`config.mk`:
```
export PLATFORM = sky130hd
export DESIGN_NAME = dacc_divider
export DESIGN_NICKNAME = d
export VERILOG_FILES = /design/src/sv/dacc_divider.sv
export SDC_FILE = /design/constraint.sdc
export NUM_CORES = 1
export LEC_CHECK = 0
export BUFFER_PORTS_ARGS = -buffer_cell sky130_fd_sc_hd__buf_2
export CAP_MARGIN = 20
export CORE_ASPECT_RATIO = 1.4
export CORE_MARGIN = 2
export CORE_UTILIZATION = 51
export CTS_CLUSTER_SIZE = 12
export DETAILED_ROUTE_END_ITERATION = 16
export PLACE_DENSITY_LB_ADDON = 0.12
export RECOVER_POWER = 25
export SETUP_SLACK_MARGIN = 0.05
export SLEW_MARGIN = 20
export SYNTH_ARGS = -nofsm -noshare
export SYNTH_HDL_FRONTEND = slang
export SYNTH_SLANG_ARGS = --single-unit
```
`constraint.sdc`:
```
create_clock -name clk -period 3.89 [get_ports clk]
set_clock_uncertainty 0.05 [all_clocks]
set_input_delay 0.1945 -clock clk [delete_from_list [all_inputs] [get_ports clk]]
set_output_delay 0.1945 -clock clk [all_outputs]
set_load 0.005 [all_outputs]
```
`src/sv/dacc_divider.sv`:
```
// ----------------------------------------------------------------------------
// Decimal accumulator divider
// Iterative unsigned restoring divider, one quotient bit per cycle.
// ----------------------------------------------------------------------------
`default_nettype none
module dacc_divider (
  input  wire logic        clk,
  input  wire logic        rst,
  input  wire logic        start,
  input  wire logic [31:0] dividend,
  input  wire logic [31:0] divisor,
  output logic             done,
  output logic [31:0]      quotient
);
  logic [31:0] rem;
  logic [31:0] quo;
  logic [31:0] dvs;
  logic [5:0]  count;
  logic        busy;
  logic [32:0] trial;

  assign trial = {rem, quo[31]} - {1'b0, dvs};
  assign quotient = quo;

  always_ff @(posedge clk) begin
    if (rst) begin
      busy <= 1'b0;
      count <= '0;
      done <= 1'b0;
    end else begin
      done <= !start && busy && count == 6'd31;
      if (start) begin
        busy <= 1'b1;
        rem <= '0;
        quo <= dividend;
        dvs <= divisor;
        count <= '0;
      end else if (busy) begin
        if (!trial[32]) begin
          rem <= trial[31:0];
          quo <= {quo[30:0], 1'b1};
        end else begin
          rem <= {rem[30:0], quo[31]};
          quo <= {quo[30:0], 1'b0};
        end
        count <= count + 6'd1;
        if (count == 6'd31) begin
          busy <= 1'b0;
        end
      end
    end
  end
endmodule
`default_nettype wire

```
* Word-level counts from Yosys, hierarchy flattened
Cells that the tools add are included.
** Word-level totals
- Flip-flop bits (word level) :: 104
- Word-level logic and storage cells :: 25
- Output and inout bits :: 33
** Operators by class
- Multiplexer cells :: 8
- Equal/unequal tests :: 1
- Bitwise operators :: 1
- $add $sub $neg :: 2
- Reduce and logical (&&, ||, !) cells :: 7
** Operators with widths (number)
- 32-bit two-way mux :: 4
- 33-bit by 32-bit subtractor with 33-bit output :: 1
- 6-bit by 1-bit adder with 6-bit output (second input constant) :: 1
- 6-bit by 5-bit == test with 1-bit output (second input constant) :: 1
- 1-bit two-way mux :: 4
- 2-bit AND reduction :: 2
- 1-bit logical AND :: 2
- 2-bit nonzero test :: 1
- 2-bit OR reduction :: 1
- 1-bit zero test :: 1
- 1-bit NOT :: 1

* Longest topological paths before layout
Gate-level depths: netlist of the first run.
- Depth after elaboration :: 4
- Depth in mapped cells :: 14

* Worst setup path after synthesis of the first run
No wires, ideal clock.
- Kind :: reg-to-reg
- From :: register busy
- To :: register quo[0] (netlist: quotient[0]) (enable)
- Setup time :: 0.487 ns
- Cell stages (with the launch flop) :: 4
- Period minus slack after synthesis :: 3.847 ns
- Path buffers :: 1
- Arrival time :: 3.310 ns
- Path slack :: 0.043 ns
- Path through :: dfxtp_1 > clkbuf_1 > nor2_1 > nor2_1
** On the way
- Longest elaborated chain between the ends :: 2
** Ends and longest elaborated chain
- start: declaration :: RTL line 19 : logic busy;
- start signal: assignment :: RTL line 27 : busy <= 1'b0;
- start signal: assignment :: RTL line 33 : busy <= 1'b1;
- start signal: assignment :: RTL line 48 : busy <= 1'b0;
- 2-bit nonzero test (no line)
- 2-bit AND reduction (no line)
- end signal: assignment :: RTL line 35 : quo <= dividend;
- end signal: assignment :: RTL line 41 : quo <= {quo[30:0], 1'b1};
- end signal: assignment :: RTL line 44 : quo <= {quo[30:0], 1'b0};
- end: declaration :: RTL line 16 : logic [31:0] quo;
No other way between the ends.
A chain may end at the register's enable or synchronous reset.

* Worst setup path in the final report of the first run
- From :: register quo[31] (netlist: quotient[31])
- To :: register rem[26], data pin
** On the way
- Longest elaborated chain between the ends :: 3
** Ends and longest elaborated chain
- 33-bit by 32-bit subtractor with 33-bit output :: RTL line 22 : assign trial = {rem, quo[31]} - {1'b0, dvs};
- 32-bit two-way mux :: RTL line 39 : if (!trial[32]) begin
- 32-bit two-way mux :: RTL line 38 : end else if (busy) begin
- end signal: assignment :: RTL line 40 : rem <= trial[31:0];
- end signal: assignment :: RTL line 43 : rem <= {rem[30:0], quo[31]};
- end: declaration :: RTL line 15 : logic [31:0] rem;
No other way between the ends. The select of a mux whose other input is x is not followed.

==> flow_summary.json, run 1 <==
{
  "synth.cell_area_mm2": 0.005916,
  "drt-pass1-iter-count": 4,
  "ys_types": 57,
  "fin_tns_setup_ps": 0,
  "ys_ff_latch": 104,
  "vias_per_cell": 5.450,
  "synth_fp_nets": 625,
  "p_leak_uw": 0.003047,
  "grt_overflow": 0,
  "nFillCells": 908,
  "ant_nets": 0,
  "start_util_pct": 52.17,
  "finalCriticalPeriod_ps": 3349,
  "worstPathArrival_ps": 3360,
  "pwr-share-seq_pct": 43.6,
  "p_per_area_mw_per_mm2": 439.2,
  "grt_use_total_pct": 20.43,
  "syn_inst": 524,
  "hpwl_mm": 8.575,
  "synth_edf_count": 96,
  "vdd_drop_max_v": 0.0002624,
  "die-area_mm2": 0.01249,
  "grt_max_degree": 69,
  "yosysTopAreaCell": "edfxtp_1",
  "first_iter_violations": 173,
  "rows": 46,
  "syn_avg_cell_area_um2": 11.29,
  "slew_headroom_pct": 41.13,
  "grt_pass1_vias": 4508,
  "seq_area_frac_synth_pct": 51.44,
  "crit_family": "compound AO/OA/AOI/OAI gates",
  "wl_per_cell_um": 15.17,
  "post_dp_cell_area_mm2": 0.006580,
  "max_freq_ghz": 0.2986,
  "syn_to_final_growth_pct": 21.64,
  "vias": 4371,
  "core_mm2": 0.01134,
  "pwr-share-comb_pct": 26.1,
  "place.port_buffers": 99,
  "synth_top_area_share_pct": 48.73,
  "crit_path_max_fanout": 24,
  "ios": 100,
  "status": "finished, final reports clean",
  "hold_path.class": "input pin to flip-flop",
  "clk_path_buf_depth": 2,
  "layout-drive-gt1-share_pct": 22.64,
  "cts-htree-levels": 3,
  "path_class": "flip-flop to flip-flop",
  "num_antenna_cells": 0,
  "yosysWarningCount": 0,
  "clkPwrFrac_pct": 30.3,
  "rsz0062_at_grt": "false",
  "cp_slowest_stage_delay_ps": 490,
  "intPower_uw": 2232,
  "worst_pin_slew_ps": 881.0,
  "final_common_cell": "edfxtp_1",
  "fin_crit_sh_pct": 86.10,
  "cts.sinks": 104,
  "finalSetupViolCount": 0,
  "cap_viol_max_count": 0,
  "final_nets": 754,
  "swShare_pct": 29.37,
  "cts_resized": 0,
  "power_uw": 3160,
  "place_ws_ps": 547.6,
  "numCtsBuffers": 9,
  "clockRootBuffer": "clkbuf_16",
  "slew_violations": 0,
  "setup_slack_ps": 540.9,
  "clk_transition_reported_paths_ps": 70,
  "stdcell_area_mm2": 0.007196,
  "die_h_um": 131.4,
  "crit_top_cell": "nor3_1",
  "start_kind": "flip-flop",
  "cp.required_ps": 3900,
  "cts_tree": "yes",
  "route.detailed.drc": 0,
  "gp_congestion": 0.9126,
  "synth_ff_type": "edfxtp_1",
  "p_sw_uw": 928.1,
  "grt_pass1_wl_mm": 20.36,
  "crit_path_end_kind": "flip-flop",
  "final_cell_mix": "96 x edfxtp_1, 84 x buf_2, 50 x nor2_1",
  "slowest_stage": "a211o_1",
  "async_flop_share_pct": 0,
  "holdWs_ps": 92.93,
  "die-width_um": 95.03,
  "hold_viol_final": 0,
  "clock_latency_ps": 350,
  "synth_area_leaders": "edfxtp_1 49%, ha_1 7.0%, mux2_2 5.9%, mux2i_1 4.7%, nor2_1 3.2%",
  "wl_mm": 12.17,
  "cp_cell_sequence": "inv_1, ha_1, fa_1, nor2b_1, o31ai_1, a21oi_2, o22ai_2, a211oi_2, o21ai_1, a211o_1, buf_12, nor3_1, nor3_1",
  "antenna_found_initial": 0,
  "cp_num_buf_inv": 2
}
## stage by stage
stage | util [%] | cells
5_1_grt | 63.46 | 802
2_1_floorplan | - | 524
6_report | 63.46 | 802
4_1_cts | 63.63 | 802
3_5_place_dp | 58.03 | 754
3_3_place_gp | 58.03 | 754
## cell type report
cell class	count	area (um^2)	share of cell area, %
clock buffer	9	225.2	3.130
timing repair buffer	137	867.1	12.05
multi-input combinational	362	2645	36.76
inverter	39	146.4	2.034
sequential	104	3043	42.29
clock inverter	7	88.84	1.235
tap	144	180.2	2.504
## synthesized netlist by cell type, types with 8 or more instances
| library cell | n |
|---|---|
| edfxtp_1 | 96 |
| nor2_1 | 51 |
| inv_1 | 39 |
| a21oi_1 | 35 |
| ha_1 | 33 |
| nand2_1 | 32 |
| mux2_2 | 31 |
| mux2i_1 | 28 |
| o21ai_0 | 16 |
| xnor2_1 | 16 |
| xor2_1 | 14 |
| clkbuf_1 | 12 |
| a21o_1 | 11 |
| nor2b_1 | 9 |
| dfxtp_1 | 8 |
## worst register-to-register path, delay by kind of cell, from the launching register on
family | cells | cell delay (ps)
AO/OA/AOI/OAI | 6 | 1310
AND/OR/NAND/NOR | 3 | 440
adder cells (fa/ha/maj) | 2 | 620
buffers and inverters | 2 | 300
flip-flops | 1 | 360
## logic make-up after synthesis
family | count (synthesis) | synth area share (%)
DFF | 104 | 51.44
adders and majority gates | 34 | 7.318
xor gates and xnor gates | 30 | 4.442
muxes | 59 | 10.64
and+or+nand+nor | 132 | 10.36
buffers and inverters | 58 | 4.018
AOI/OAI and AO/OA | 107 | 11.78
## final timing paths
check                                            start  cells after the start                     to  slack (ps)
worst max-delay path            quotient[31]$_DFFE_PP_                     13  rem[26]$_SDFFCE_PP0P_         540
worst min-delay path                       dividend[0]                      3  quotient[0]$_DFFE_PP_          90
worst max register to register  quotient[31]$_DFFE_PP_                     13  rem[26]$_SDFFCE_PP0P_         540
worst min register to register   count[5]$_SDFFE_PP0P_                      1        done$_SDFF_PP0_         440
## state kept, by name (all words and copies together), names as in the netlist
register,count
count,6
done,1
busy,1
quotient,32
dvs,32
rem,32
## routing by layer
layer / wire length [um] / share of wire (%) / track usage, % / vias up
met2: 6225 / 51 / 35.15 / 116
li1: - / - / - / 2164
met1: 5177 / 43 / 25.15 / 2076
met3: 590 / 4.8 / 4.243 / 15
met4: 172 / 1.4 / 6.844 / 0
met5: 0 / 0 / 0 / -
## power groups by stage
| stage | registers, uW | clock network, uW | logic [uW] |
|---|---|---|---|
| 4_1_cts | 1380 | 970 | 830 |
| 3_5_place_dp | 1400 | 0 | 801 |
| 5_1_grt | 1390 | 1010 | 921 |
| 2_1_floorplan | 1390 | 0 | 607 |
| 6_report | 1380 | 957 | 826 |
| 3_3_place_gp | 1400 | 0 | 781 |
## timing repair
action | 4_1_cts | 5_1_grt
setup buffers | 0 | 0
hold endpoints to repair | 32 | 0
hold buffers | 32 | 0
Note: power is estimated with default switching activity, not from simulation.
==> inputs of run 2 (changes only) <==
Settings changed: ABC_AREA from default to 1, HOLD_SLACK_MARGIN from default to 0.1.
==> flow_summary.json, run 2 <==
{
  "vdd_drop_max_v": 0.0001993,
  "synth.cell_area_mm2": 0.006965,
  "p_per_area_mw_per_mm2": 388.5,
  "synth_area_leaders": "edfxtp_1 41%, nand2_1 22%, inv_1 9.2%, ha_1 5.9%, nor2_1 5.7%",
  "pwr-share-seq_pct": 41.5,
  "wl_per_cell_um": 12.87,
  "cp_num_buf_inv": 2,
  "crit_family": "simple AND/OR/NAND/NOR gates",
  "first_iter_violations": 255,
  "rr_worst_depth": 17,
  "layout-drive-gt1-share_pct": 12.04,
  "hold_path.class": "input pin to flip-flop",
  "yosysWarningCount": 0,
  "slowest_stage": "fa_1",
  "ff2ff_setup_slack_ps": 1260,
  "syn_to_final_growth_pct": 22.97,
  "r2r-start": "quotient[31]$_DFFE_PP_",
  "antenna_found_initial": 0,
  "cp_cell_sequence": "inv_1, ha_1, fa_1, inv_1, nand2_1, nand2_1, nand3_1, nand2_2, nand2_2, nand2_4, nand2_4, nand2_4, nand2_2, nand2_4, nand2_1, nand2_1, nor2_1",
  "core_mm2": 0.01339,
  "rows": 50,
  "synth_top_area_share_pct": 41.39,
  "final_cell_mix": "408 x nand2_1, 169 x inv_1, 104 x nor2_1",
  "crit_path_end_kind": "flip-flop",
  "grt_use_total_pct": 24.21,
  "p_sw_uw": 1155,
  "numCtsBuffers": 9,
  "vias": 6219,
  "ant_nets": 0,
  "synth_fp_nets": 1064,
  "cts_tree": "yes",
  "worstPathArrival_ps": 2690,
  "place.port_buffers": 99,
  "ys_types": 34,
  "clock_latency_ps": 350,
  "ctsHoldBuffers": 64,
  "fin_crit_sh_pct": 67.64,
  "cap_viol_max_count": 0,
  "min-delay-start": "rst",
  "ys_top_cells_by_count": "408 x nand2_1, 170 x inv_1, 105 x nor2_1, 96 x edfxtp_1, 33 x ha_1",
  "route.detailed.drc": 0,
  "seq_area_frac_synth_pct": 43.69,
  "gp_congestion": 0.9831,
  "clkPwrFrac_pct": 27.7,
  "p_leak_uw": 0.004523,
  "worst_pin_slew_ps": 1444,
  "start_util_pct": 52.03,
  "grt_pass1_wl_mm": 27.82,
  "clk_transition_reported_paths_ps": 80,
  "hpwl_mm": 12.27,
  "yosysTopAreaCell": "edfxtp_1",
  "setup_slack_ps": 1259,
  "die_h_um": 142.3,
  "die-area_mm2": 0.01462,
  "rsz0062_at_grt": "false",
  "crit_path_max_fanout": 33,
  "drt-pass1-iter-count": 5,
  "yosysMostFrequentCell": "nand2_1",
  "vias_per_cell": 4.740,
  "clk_path_buf_depth": 2,
  "place_ws_ps": 1290,
  "max_freq_ghz": 0.3801,
  "grt_max_degree": 55,
  "hold_end": "count[0]$_SDFFE_PP0P_",
  "hold_viol_final": 0,
  "final_common_cell": "nand2_1",
  "finalSetupViolCount": 0,
  "num_antenna_cells": 0,
  "intPower_uw": 2173,
  "power_uw": 3328,
  "clockRootBuffer": "clkbuf_16",
  "swShare_pct": 34.71,
  "status": "finished, final reports clean",
  "synth_ff_type": "edfxtp_1",
  "fin_tns_setup_ps": 0,
  "final_nets": 1226,
  "pwr-share-comb_pct": 30.7,
  "stdcell_area_mm2": 0.008566,
  "die-width_um": 102.8,
  "wl_mm": 16.89,
  "start_kind": "flip-flop",
  "cts_resized": 0,
  "syn_inst": 963,
  "grt_overflow": 0,
  "cts.sinks": 104,
  "post_dp_cell_area_mm2": 0.007640,
  "r2r_end": "rem[22]$_SDFFCE_PP0P_",
  "worstHoldPathCells": 4,
  "syn_avg_cell_area_um2": 7.233,
  "synth_edf_count": 96,
  "finalCriticalPeriod_ps": 2631,
  "slew_violations": 0,
  "async_flop_share_pct": 0,
  "cp.required_ps": 3950,
  "cts-htree-levels": 3,
  "cp_slowest_stage_delay_ps": 390,
  "ys_ff_latch": 104,
  "post_cts_buffers": 0,
  "slew_headroom_pct": 3.701,
  "path_class": "flip-flop to flip-flop",
  "grt_pass1_vias": 6060,
  "ios": 100
}
-- run 2: cell types whose count changed in the layout (fill, tap and decap cells not counted), sizes merged, moves of 28 or more --
cell,change
nand2,+391
inv,+133
nor2,+57
dlygate4sd3,+32
mux2,-31
mux2i,-28
-- run 2: metrics by stage --
step	hold slack [ps]	instances	util (%)
global route	229.7	1312	63.98
CTS	203.3	1312	64.07
finish	209.5	1312	63.98
floorplan	243.4	963	-
detailed placement	322.6	1232	57.07
global placement	320.6	1232	57.07
-- run 2: worst max-delay path by stage --
| stage | from | endpoint | slack [ps] | depth (start not counted) |
|---|---|---|---|---|
| floorplan | start | quotient[0]$_DFFE_PP_ | 900 | 4 |
| global placement | quotient[31]$_DFFE_PP_ | rem[22]$_SDFFCE_PP0P_ | 1370 | 17 |
| detailed placement | quotient[31]$_DFFE_PP_ | rem[22]$_SDFFCE_PP0P_ | 1290 | 17 |
| finish | quotient[31]$_DFFE_PP_ | rem[22]$_SDFFCE_PP0P_ | 1260 | 17 |
| global route | quotient[31]$_DFFE_PP_ | rem[2]$_SDFFCE_PP0P_ | 1020 | 17 |
| CTS | quotient[31]$_DFFE_PP_ | rem[23]$_SDFFCE_PP0P_ | 1270 | 17 |
-- run 2: logic make-up after synthesis --
| kind of cell | count (synthesis) | share of synthesized area, % |
|---|---|---|
| simple gates | 587 | 34.61 |
| compound gates | 37 | 3.108 |
| flops | 104 | 43.69 |
| buf+inv | 187 | 10.62 |
| fa+ha+maj | 34 | 6.215 |
| xor+xnor | 14 | 1.760 |
-- run 2: power by group through the flow --
stage	Combinational [uW]	Clock, uW	Sequential, uW
6_report	1020	923	1380
3_5_place_dp	971	0	1410
2_1_floorplan	746	0	1400
4_1_cts	1030	943	1380
3_3_place_gp	965	0	1410
5_1_grt	1170	992	1390
-- run 2: layout make-up --
cell class	instances	area (um^2)
repair buffers	167	1155
clock inverters	7	71.32
flip-flops and latches	104	3043
well taps	182	227.7
fillers	1253	4822
clock buffers	9	225.2
multi-input cells	672	3202
inverters	171	641.9
-- run 2: per-layer routing --
layer / GRT usage (%) / part of all wire, %
met5: 0 / 0
met4: 8.726 / 2.9
met2: 43.14 / 51
met1: 29.54 / 43
met3: 3.193 / 3.6
-- run 2: worst register-to-register path, cell delays in order (launching register included) --
cell	delay (ps)
edfxtp_1	360
inv_1	50
ha_1	210
fa_1	390
inv_1	90
nand2_1	70
nand2_1	100
nand3_1	90
nand2_2	110
nand2_2	70
nand2_4	70
nand2_4	70
nand2_4	80
nand2_2	60
nand2_4	280
nand2_1	110
nand2_1	70
nor2_1	50
